**src/rtl/vmfd_pkg.sv**
```systemverilog
package vmfd_pkg;

	localparam int MAX_PACKET_BYTES = 256;
	localparam int SKIP_W = $clog2(MAX_PACKET_BYTES + 1);
	localparam logic [SKIP_W-1:0] SKIP_DISCARD = SKIP_W'(MAX_PACKET_BYTES);

	localparam int CNT_W = 4;
	localparam logic [CNT_W-1:0] VARINT_MAX_BYTES = CNT_W'(10);

	localparam int TDATA_W = 208;

	typedef enum logic [1:0] {
		PH_TAG,
		PH_VALUE,
		PH_LENGTH,
		PH_SKIP
	} phase_t;

	localparam logic [2:0] WT_VARINT = 3'd0;
	localparam logic [2:0] WT_LEN    = 3'd2;

	localparam logic [7:0] FLD_SPEED      = 8'd1;
	localparam logic [7:0] FLD_CADENCE    = 8'd2;
	localparam logic [7:0] FLD_POWER      = 8'd5;
	localparam logic [7:0] FLD_AMBIENT    = 8'd9;
	localparam logic [7:0] FLD_BATTERY    = 8'd10;
	localparam logic [7:0] FLD_ODOMETER   = 8'd12;
	localparam logic [7:0] FLD_LIGHT      = 8'd17;
	localparam logic [7:0] FLD_LOCKED     = 8'd21;
	localparam logic [7:0] FLD_STANDSTILL = 8'd25;
	localparam logic [7:0] FLD_WIDE       = 8'd255;

	typedef struct packed {
		logic        record_valid;
		logic [4:0]  status_flags;
		logic [7:0]  light_mode;
		logic [31:0] odometer_meters;
		logic [31:0] battery_percent;
		logic [31:0] ambient_millilux;
		logic [31:0] power_watts;
		logic [31:0] cadence_rpm;
		logic [31:0] speed_hundredths;
	} rec_t;

endpackage

```
**src/rtl/vmfd_parser.sv**
```systemverilog
module vmfd_parser import vmfd_pkg::*; (
	input  logic       clk,
	input  logic       arst_n,
	input  logic       accept,
	input  logic [7:0] payload_byte,
	input  logic       last_byte,
	output rec_t       rec_d
);

	phase_t             phase_q, phase_d;
	logic [31:0]        acc_q, acc_d;
	logic               hi_q, hi_d;
	logic [CNT_W-1:0]   cnt_q, cnt_d;
	logic [7:0]         field_q, field_d;
	logic [SKIP_W-1:0]  skip_q, skip_d, skip_dec;
	rec_t               rec_q;

	logic [6:0]         sh;
	logic [63:0]        ext;
	logic [31:0]        g_acc;
	logic               g_hi;
	logic [CNT_W-1:0]   g_cnt;
	logic               done;

	logic               commit_en;
	logic [31:0]        c_lo;
	logic               c_hi;
	logic [31:0]        c_sat;
	logic [7:0]         c_light;
	logic               c_nz;
	logic [2:0]         flag_idx;

	// varint byte placement: 7 payload bits at 7 * byte count, bits past 63 dropped
	assign sh    = 7'(cnt_q) * 7'd7;
	assign ext   = 64'(payload_byte[6:0]) << sh;
	assign g_acc = acc_q | ext[31:0];
	assign g_hi  = hi_q | (|ext[63:32]);
	assign g_cnt = (cnt_q == VARINT_MAX_BYTES) ? cnt_q : cnt_q + CNT_W'(1);
	assign done  = !payload_byte[7];
	assign skip_dec = (skip_q != '0) ? skip_q - SKIP_W'(1) : skip_q;

	always_comb begin
		phase_d   = phase_q;
		acc_d     = acc_q;
		hi_d      = hi_q;
		cnt_d     = cnt_q;
		field_d   = field_q;
		skip_d    = skip_q;
		commit_en = 1'b0;
		c_lo      = g_acc;
		c_hi      = g_hi;
		unique case (phase_q)
			PH_TAG: begin
				acc_d = g_acc;
				hi_d  = g_hi;
				cnt_d = g_cnt;
				if (done) begin
					field_d = (g_hi || (|g_acc[31:11])) ? FLD_WIDE : g_acc[10:3];
					acc_d = '0;
					hi_d  = 1'b0;
					cnt_d = '0;
					if (g_acc[2:0] == WT_VARINT) begin
						phase_d = PH_VALUE;
					end else if (g_acc[2:0] == WT_LEN) begin
						phase_d = PH_LENGTH;
					end else begin
						phase_d = PH_SKIP;
						skip_d  = SKIP_DISCARD;
					end
				end
			end
			PH_VALUE: begin
				acc_d = g_acc;
				hi_d  = g_hi;
				cnt_d = g_cnt;
				if (done) begin
					commit_en = 1'b1;
					acc_d   = '0;
					hi_d    = 1'b0;
					cnt_d   = '0;
					phase_d = PH_TAG;
				end
			end
			PH_LENGTH: begin
				acc_d = g_acc;
				hi_d  = g_hi;
				cnt_d = g_cnt;
				if (done) begin
					acc_d = '0;
					hi_d  = 1'b0;
					cnt_d = '0;
					if (g_acc == '0 && !g_hi) begin
						phase_d = PH_TAG;
					end else begin
						phase_d = PH_SKIP;
						skip_d  = (g_hi || g_acc >= 32'(MAX_PACKET_BYTES)) ?
							SKIP_DISCARD : g_acc[SKIP_W-1:0];
					end
				end
			end
			PH_SKIP: begin
				if (skip_q != SKIP_DISCARD) begin
					skip_d = skip_dec;
					if (skip_dec == '0) begin
						phase_d = PH_TAG;
					end
				end
			end
		endcase
		if (last_byte) begin
			// value cut short by packet end keeps the bits gathered so far
			if (phase_d == PH_VALUE) begin
				commit_en = 1'b1;
				c_lo = acc_d;
				c_hi = hi_d;
			end
			phase_d = PH_TAG;
			acc_d   = '0;
			hi_d    = 1'b0;
			cnt_d   = '0;
			skip_d  = '0;
		end
	end

	assign c_sat    = c_hi ? '1 : c_lo;
	assign c_light  = (c_hi || (|c_lo[31:8])) ? 8'hFF : c_lo[7:0];
	assign c_nz     = c_hi || (|c_lo);
	assign flag_idx = 3'(field_d - FLD_LOCKED);

	always_comb begin
		rec_d = rec_q;
		rec_d.record_valid = rec_q.record_valid | last_byte;
		if (commit_en) begin
			case (field_d)
				FLD_SPEED:    rec_d.speed_hundredths = c_sat;
				FLD_CADENCE:  rec_d.cadence_rpm      = c_lo;
				FLD_POWER:    rec_d.power_watts      = c_lo;
				FLD_AMBIENT:  rec_d.ambient_millilux = c_sat;
				FLD_BATTERY:  rec_d.battery_percent  = c_lo;
				FLD_ODOMETER: rec_d.odometer_meters  = c_sat;
				FLD_LIGHT:    rec_d.light_mode       = c_light;
				default: begin
					if (field_d >= FLD_LOCKED && field_d <= FLD_STANDSTILL) begin
						rec_d.status_flags[flag_idx] = c_nz;
					end
				end
			endcase
		end
	end

	always_ff @(posedge clk or negedge arst_n) begin
		if (!arst_n) begin
			phase_q <= PH_TAG;
			acc_q   <= '0;
			hi_q    <= 1'b0;
			cnt_q   <= '0;
			field_q <= '0;
			skip_q  <= '0;
			rec_q   <= '0;
		end else if (accept) begin
			phase_q <= phase_d;
			acc_q   <= acc_d;
			hi_q    <= hi_d;
			cnt_q   <= cnt_d;
			field_q <= field_d;
			skip_q  <= skip_d;
			rec_q   <= rec_d;
		end
	end

endmodule

```
**src/rtl/varint_message_field_decoder.sv**
```systemverilog
// Streaming protobuf wire-format decoder: one payload byte per transaction on the s_ side,
// s_tlast marking the final byte of a packet. Tags, varint values and length-delimited
// bodies are parsed on the fly; values of the twelve known field numbers are kept in
// persistent registers, and on every last byte one full record transaction is issued on the
// m_ side. A byte is taken every cycle while s_tready is high: the parser decodes each
// byte combinationally into its state and store registers; a record sits in one output
// register, so s_tready only drops while a record waits and m_tready is low.
module varint_message_field_decoder import vmfd_pkg::*; (
	input  logic               clk,
	input  logic               arst_n,
	input  logic               s_tvalid,
	output logic               s_tready,
	input  logic [7:0]         s_tdata,   // payload_byte
	input  logic               s_tlast,   // last_byte
	output logic               m_tvalid,
	input  logic               m_tready,
	output logic [TDATA_W-1:0] m_tdata    // speed_hundredths, cadence_rpm, power_watts,
	                                      // ambient_millilux, battery_percent,
	                                      // odometer_meters, light_mode, status_flags,
	                                      // record_valid, zero pad
);

	logic accept;
	rec_t rec_d;
	rec_t out_q;
	logic m_tvalid_q;

	assign s_tready = !m_tvalid_q || m_tready;
	assign accept   = s_tvalid && s_tready;

	vmfd_parser u_parser (
		.clk          (clk),
		.arst_n       (arst_n),
		.accept       (accept),
		.payload_byte (s_tdata),
		.last_byte    (s_tlast),
		.rec_d        (rec_d)
	);

	always_ff @(posedge clk or negedge arst_n) begin
		if (!arst_n) begin
			m_tvalid_q <= 1'b0;
		end else if (accept && s_tlast) begin
			m_tvalid_q <= 1'b1;
		end else if (m_tready) begin
			m_tvalid_q <= 1'b0;
		end
	end

	always_ff @(posedge clk) begin
		if (accept && s_tlast) begin
			out_q <= rec_d;
		end
	end

	assign m_tvalid = m_tvalid_q;
	assign m_tdata  = {
		2'b00,
		out_q.record_valid,
		out_q.status_flags,
		out_q.light_mode,
		out_q.odometer_meters,
		out_q.battery_percent,
		out_q.ambient_millilux,
		out_q.power_watts,
		out_q.cadence_rpm,
		out_q.speed_hundredths
	};

	a_rise_after_last: assert property (@(posedge clk) disable iff (!arst_n)
		$rose(m_tvalid) |-> $past(s_tvalid && s_tready && s_tlast))
		else $error("record issued without a last byte");

	a_drain: assert property (@(posedge clk) disable iff (!arst_n)
		(m_tvalid && m_tready && !(s_tvalid && s_tready && s_tlast)) |=> !m_tvalid)
		else $error("record repeated after transaction");

	a_valid_bit: assert property (@(posedge clk) disable iff (!arst_n)
		m_tvalid |-> m_tdata[205])
		else $error("record issued with record_valid low");

	a_ready_idle: assert property (@(posedge clk) disable iff (!arst_n)
		!m_tvalid |-> s_tready)
		else $error("input stalled with empty output register");

endmodule
```
**config.mk**
```make
export PLATFORM = sky130hd
export DESIGN_NAME = varint_message_field_decoder
export DESIGN_NICKNAME = d
export VERILOG_FILES = /design/src/rtl/vmfd_pkg.sv /design/src/rtl/vmfd_parser.sv /design/src/rtl/varint_message_field_decoder.sv
export SDC_FILE = /design/constraint.sdc
export NUM_CORES = 1
export LEC_CHECK = 0
export BUFFER_PORTS_ARGS = -buffer_cell sky130_fd_sc_hd__buf_2
export CAP_MARGIN = 30
export CORE_ASPECT_RATIO = 0.5
export CORE_MARGIN = 4
export CORE_UTILIZATION = 59
export DETAILED_ROUTE_END_ITERATION = 12
export GPL_ROUTABILITY_DRIVEN = 0
export PLACE_DENSITY = 0.8
export SLEW_MARGIN = 5
export SYNTH_ARGS = -nofsm -noshare
export SYNTH_HDL_FRONTEND = slang
export SYNTH_SLANG_ARGS = --single-unit
```
**constraint.sdc**
```tcl
create_clock -name clk -period 8.85 [get_ports clk]
set_clock_uncertainty 0.1 [all_clocks]
set_input_delay 0.4425 -clock clk [delete_from_list [all_inputs] [get_ports clk]]
set_output_delay 0.4425 -clock clk [all_outputs]
set_load 0.1 [all_outputs]
```
==> reports/results.txt <==
Status -> complete, no violations
Vias per Instance -> 6.07
Fmax -> 0.187 GHz
CTS tree -> done
Setup Buffers After CTS -> 0
Final hold violation count -> 0
Final setup vio count -> 0
Initial core utilization -> 60.9%
DR WL/cell -> 21.6 um
Critical Path Start Type -> flip-flop
Filler cells -> 2,374
Leakage -> 0.0101 uW
Top FF cell, synth -> dfrtp_1
Synth area leaders -> dfrtp_1, edfxtp_1, mux2_2
Crit path DAT -> 5.68 ns
Setup repair after global routing missed its margin -> no
Crit path required time -> 9.19 ns
Die Area -> 38,000 um2
Ys async rst share -> 56.1%
Cell variety after synth -> 73
Final worst slack -> 3.51 ns
Mapped Area -> 20,500 um2
IO Pins -> 223
Yosys top cell area share -> 32.1%
Initial antenna violation count -> 0
1st-iter DRT viols -> 1,880
Synthesis-stage register bit count -> 469
TritonCTS buffer count -> 40
Syn Area/Cell -> 12.2 um2
GRT Residual Overflow -> 0
1st-pass router iterations -> 6
ANT nets after route -> 0
Highest Signal Layer -> met4
Met3 wire length -> 4.04 mm
CORE AREA -> 33,600 um2
Share of cells above drive strength 1 -> 27.6%
Cell count after synthesis -> 1,683
Clk Latency, worst-skew pair -> 0.55 ns
Place WS -> 3.68 ns
Die Ht -> 140 um
Routed WL -> 51.2 mm
Depth of the CTS H-tree -> 2
Post-synth EDFFs -> 206
P per Cell Area -> 227 nW/um2
Final HPWL DP -> 33.9 mm
CTS Buffer Depth -> 3
VDD IR max -> 129 uV
Chip width -> 272 um
First-pass GRT wire length -> 80.2 mm
Synth area leader -> dfrtp_1
Most common library cells after synthesis -> nand2_1, dfrtp_1, o21ai_0
Total Neg Setup Slack -> 0 ns
Row count -> 47
Layout area overhead -> 14.1%
Post-layout minimum cycle time -> 5.34 ns
CTS clk-pin slew, worst paths -> 0.07 ns
Setup Crit Path Kind -> flip-flop to flip-flop
# nets final -> 1,890
Slew HR -> 32.8%
DRC Markers -> 0
CP Max Fanout -> 46
Crit. End Element -> flip-flop
Synth warn -> 0
MaxCap Viol Count -> 0
Met2 Routed Length -> 23.4 mm
Actual slew at the worst max-slew pin -> 1.01 ns
N_diodes -> 0
Most frequent cell after synthesis -> nand2_1
DR vias -> 14,400
Max Slew Vio Count -> 0
TritonCTS Sinks -> 469
Met1 wire length -> 22.1 mm
Seq/Total Area, Yosys -> 62.3%
Vias in the first global route -> 14,000
Final period util -> 60.3%
Min-Delay Path Class -> primary input to flip-flop
Total GRT Usage -> 26.7%
Port buffer count -> 220
Largest net degree at the start of global routing -> 126
Root Buffer -> clkbuf_16
-- what timing repair did --
action,in CTS,in global routing
resized for setup,0,0
hold buffers,1,0
endpoints found under the hold margin,84,0
-- cells by family after synthesis --
family | Yosys count | synth area share [%]
DFF | 469 | 62.3
and+or+nand+nor | 463 | 10.5
AOI/OAI and AO/OA | 402 | 11.2
muxes | 209 | 12.0
buffers and inverters | 122 | 3.08
xor gates and xnor gates | 9 | 0.385
adders and majority gates | 8 | 0.488
other | 1 | 0.0183
-- stage by stage --
| step | hold slack, ns | util, % | std cells | power (uW) | cell area (um2) |
|---|---|---|---|---|---|
| floorplan | 0.0469 | - | 1684 | 3310 | 20500 |
| global route | 0.157 | 69.5 | 2366 | 5500 | 23400 |
| detailed placement | 0.357 | 65.5 | 2290 | 3550 | 22000 |
| global placement | 0.344 | 64.8 | 2279 | 3520 | 21800 |
| finish | 0.160 | 69.5 | 2366 | 5310 | 23400 |
| CTS | 0.148 | 69.4 | 2365 | 5310 | 23300 |
-- path summary, 6_finish.rpt --
| kind | from | endpoint | slack (ns) | depth (start not counted) |
|---|---|---|---|---|
| min in group asynchronous | arst_n | u_parser.rec_q[4] | 0.50 | 2 |
| hold / removal | m_tready | m_tvalid | 0.16 | 3 |
| setup / recovery | u_parser.cnt_q[1] | u_parser.rec_q[191] | 3.51 | 14 |
| setup reg to reg | u_parser.cnt_q[1] | u_parser.rec_q[191] | 3.51 | 14 |
| hold reg to reg | u_parser.rec_q[62] | u_parser.rec_q[62] | 0.38 | 2 |
| max in group asynchronous | arst_n | u_parser.rec_q[154] | 6.73 | 3 |
-- cell usage in the layout (no fill, tap or decap), drive strengths merged, types with 3 or more instances in the layout --
master and instances:
nor4 17, ha 8, nor4b 4, clkbuf 55, xnor2 6, nand4 13, a21oi 82, o31ai 9
a31oi 29, nand2 269, nand2b 21, or2 5, dfrtp 263, o21ai 232, and3 11, and2 4
clkinv 15, inv 12, xor2 3, nor3b 5, nand3 14, or3 4, a41oi 3, buf 253
edfxtp 206, or4 3, a311oi 4, nor2 65, a21o 9, nor3 19, nor2b 6, mux2 208
a31o 5, o22ai 4, o2bb2ai 8
-- worst max-delay path, cell delays in order (launching register included) --
cell and delay [ns]:
dfrtp_1 0.83, nor2b_1 0.32, a21oi_2 0.33, nand4_1 0.21
nor4_4 0.29, buf_4 0.25, nand2_1 0.12, o22ai_1 0.38
ha_1 0.24, inv_1 0.04, a311oi_1 0.20, and4_4 0.65
and2_2 0.60, buf_12 0.26, mux2_2 0.35
-- power by group --
group | internal, uW | switching [uW] | leakage [uW] | total (uW)
combinational | 256 | 811 | 0.00386 | 1070
clock | 985 | 797 | 0.000650 | 1780
sequential | 2390 | 80.1 | 0.00562 | 2470
total | 3630 | 1690 | 0.0101 | 5310
-- state kept, by name, indices dropped and copies added, names as in the netlist --
name / flops
u_parser.phase_q: 2
u_parser.acc_q: 32
m_tdata: 206
u_parser.skip_q: 9
m_tvalid: 1
u_parser.cnt_q: 4
u_parser.rec_q: 206
u_parser.field_q: 8
u_parser.hi_q: 1
-- cell type report --
class	count	area, um2	area share, %
inverter	11	48.8	0.209
multi-input combinational	1093	7130	30.5
timing repair buffer	254	1530	6.54
sequential	469	12800	54.6
clock buffer	55	1160	4.96
clock inverter	19	163	0.696
tap	465	582	2.49
-- per-layer routing --
metal	up-vias	track usage, %
met2	651	41.4
li1	6425	-
met4	0	8.47
met1	7173	39.3
met5	-	0
met3	124	4.15
No activity file was read; power rests on OpenSTA's default activity.
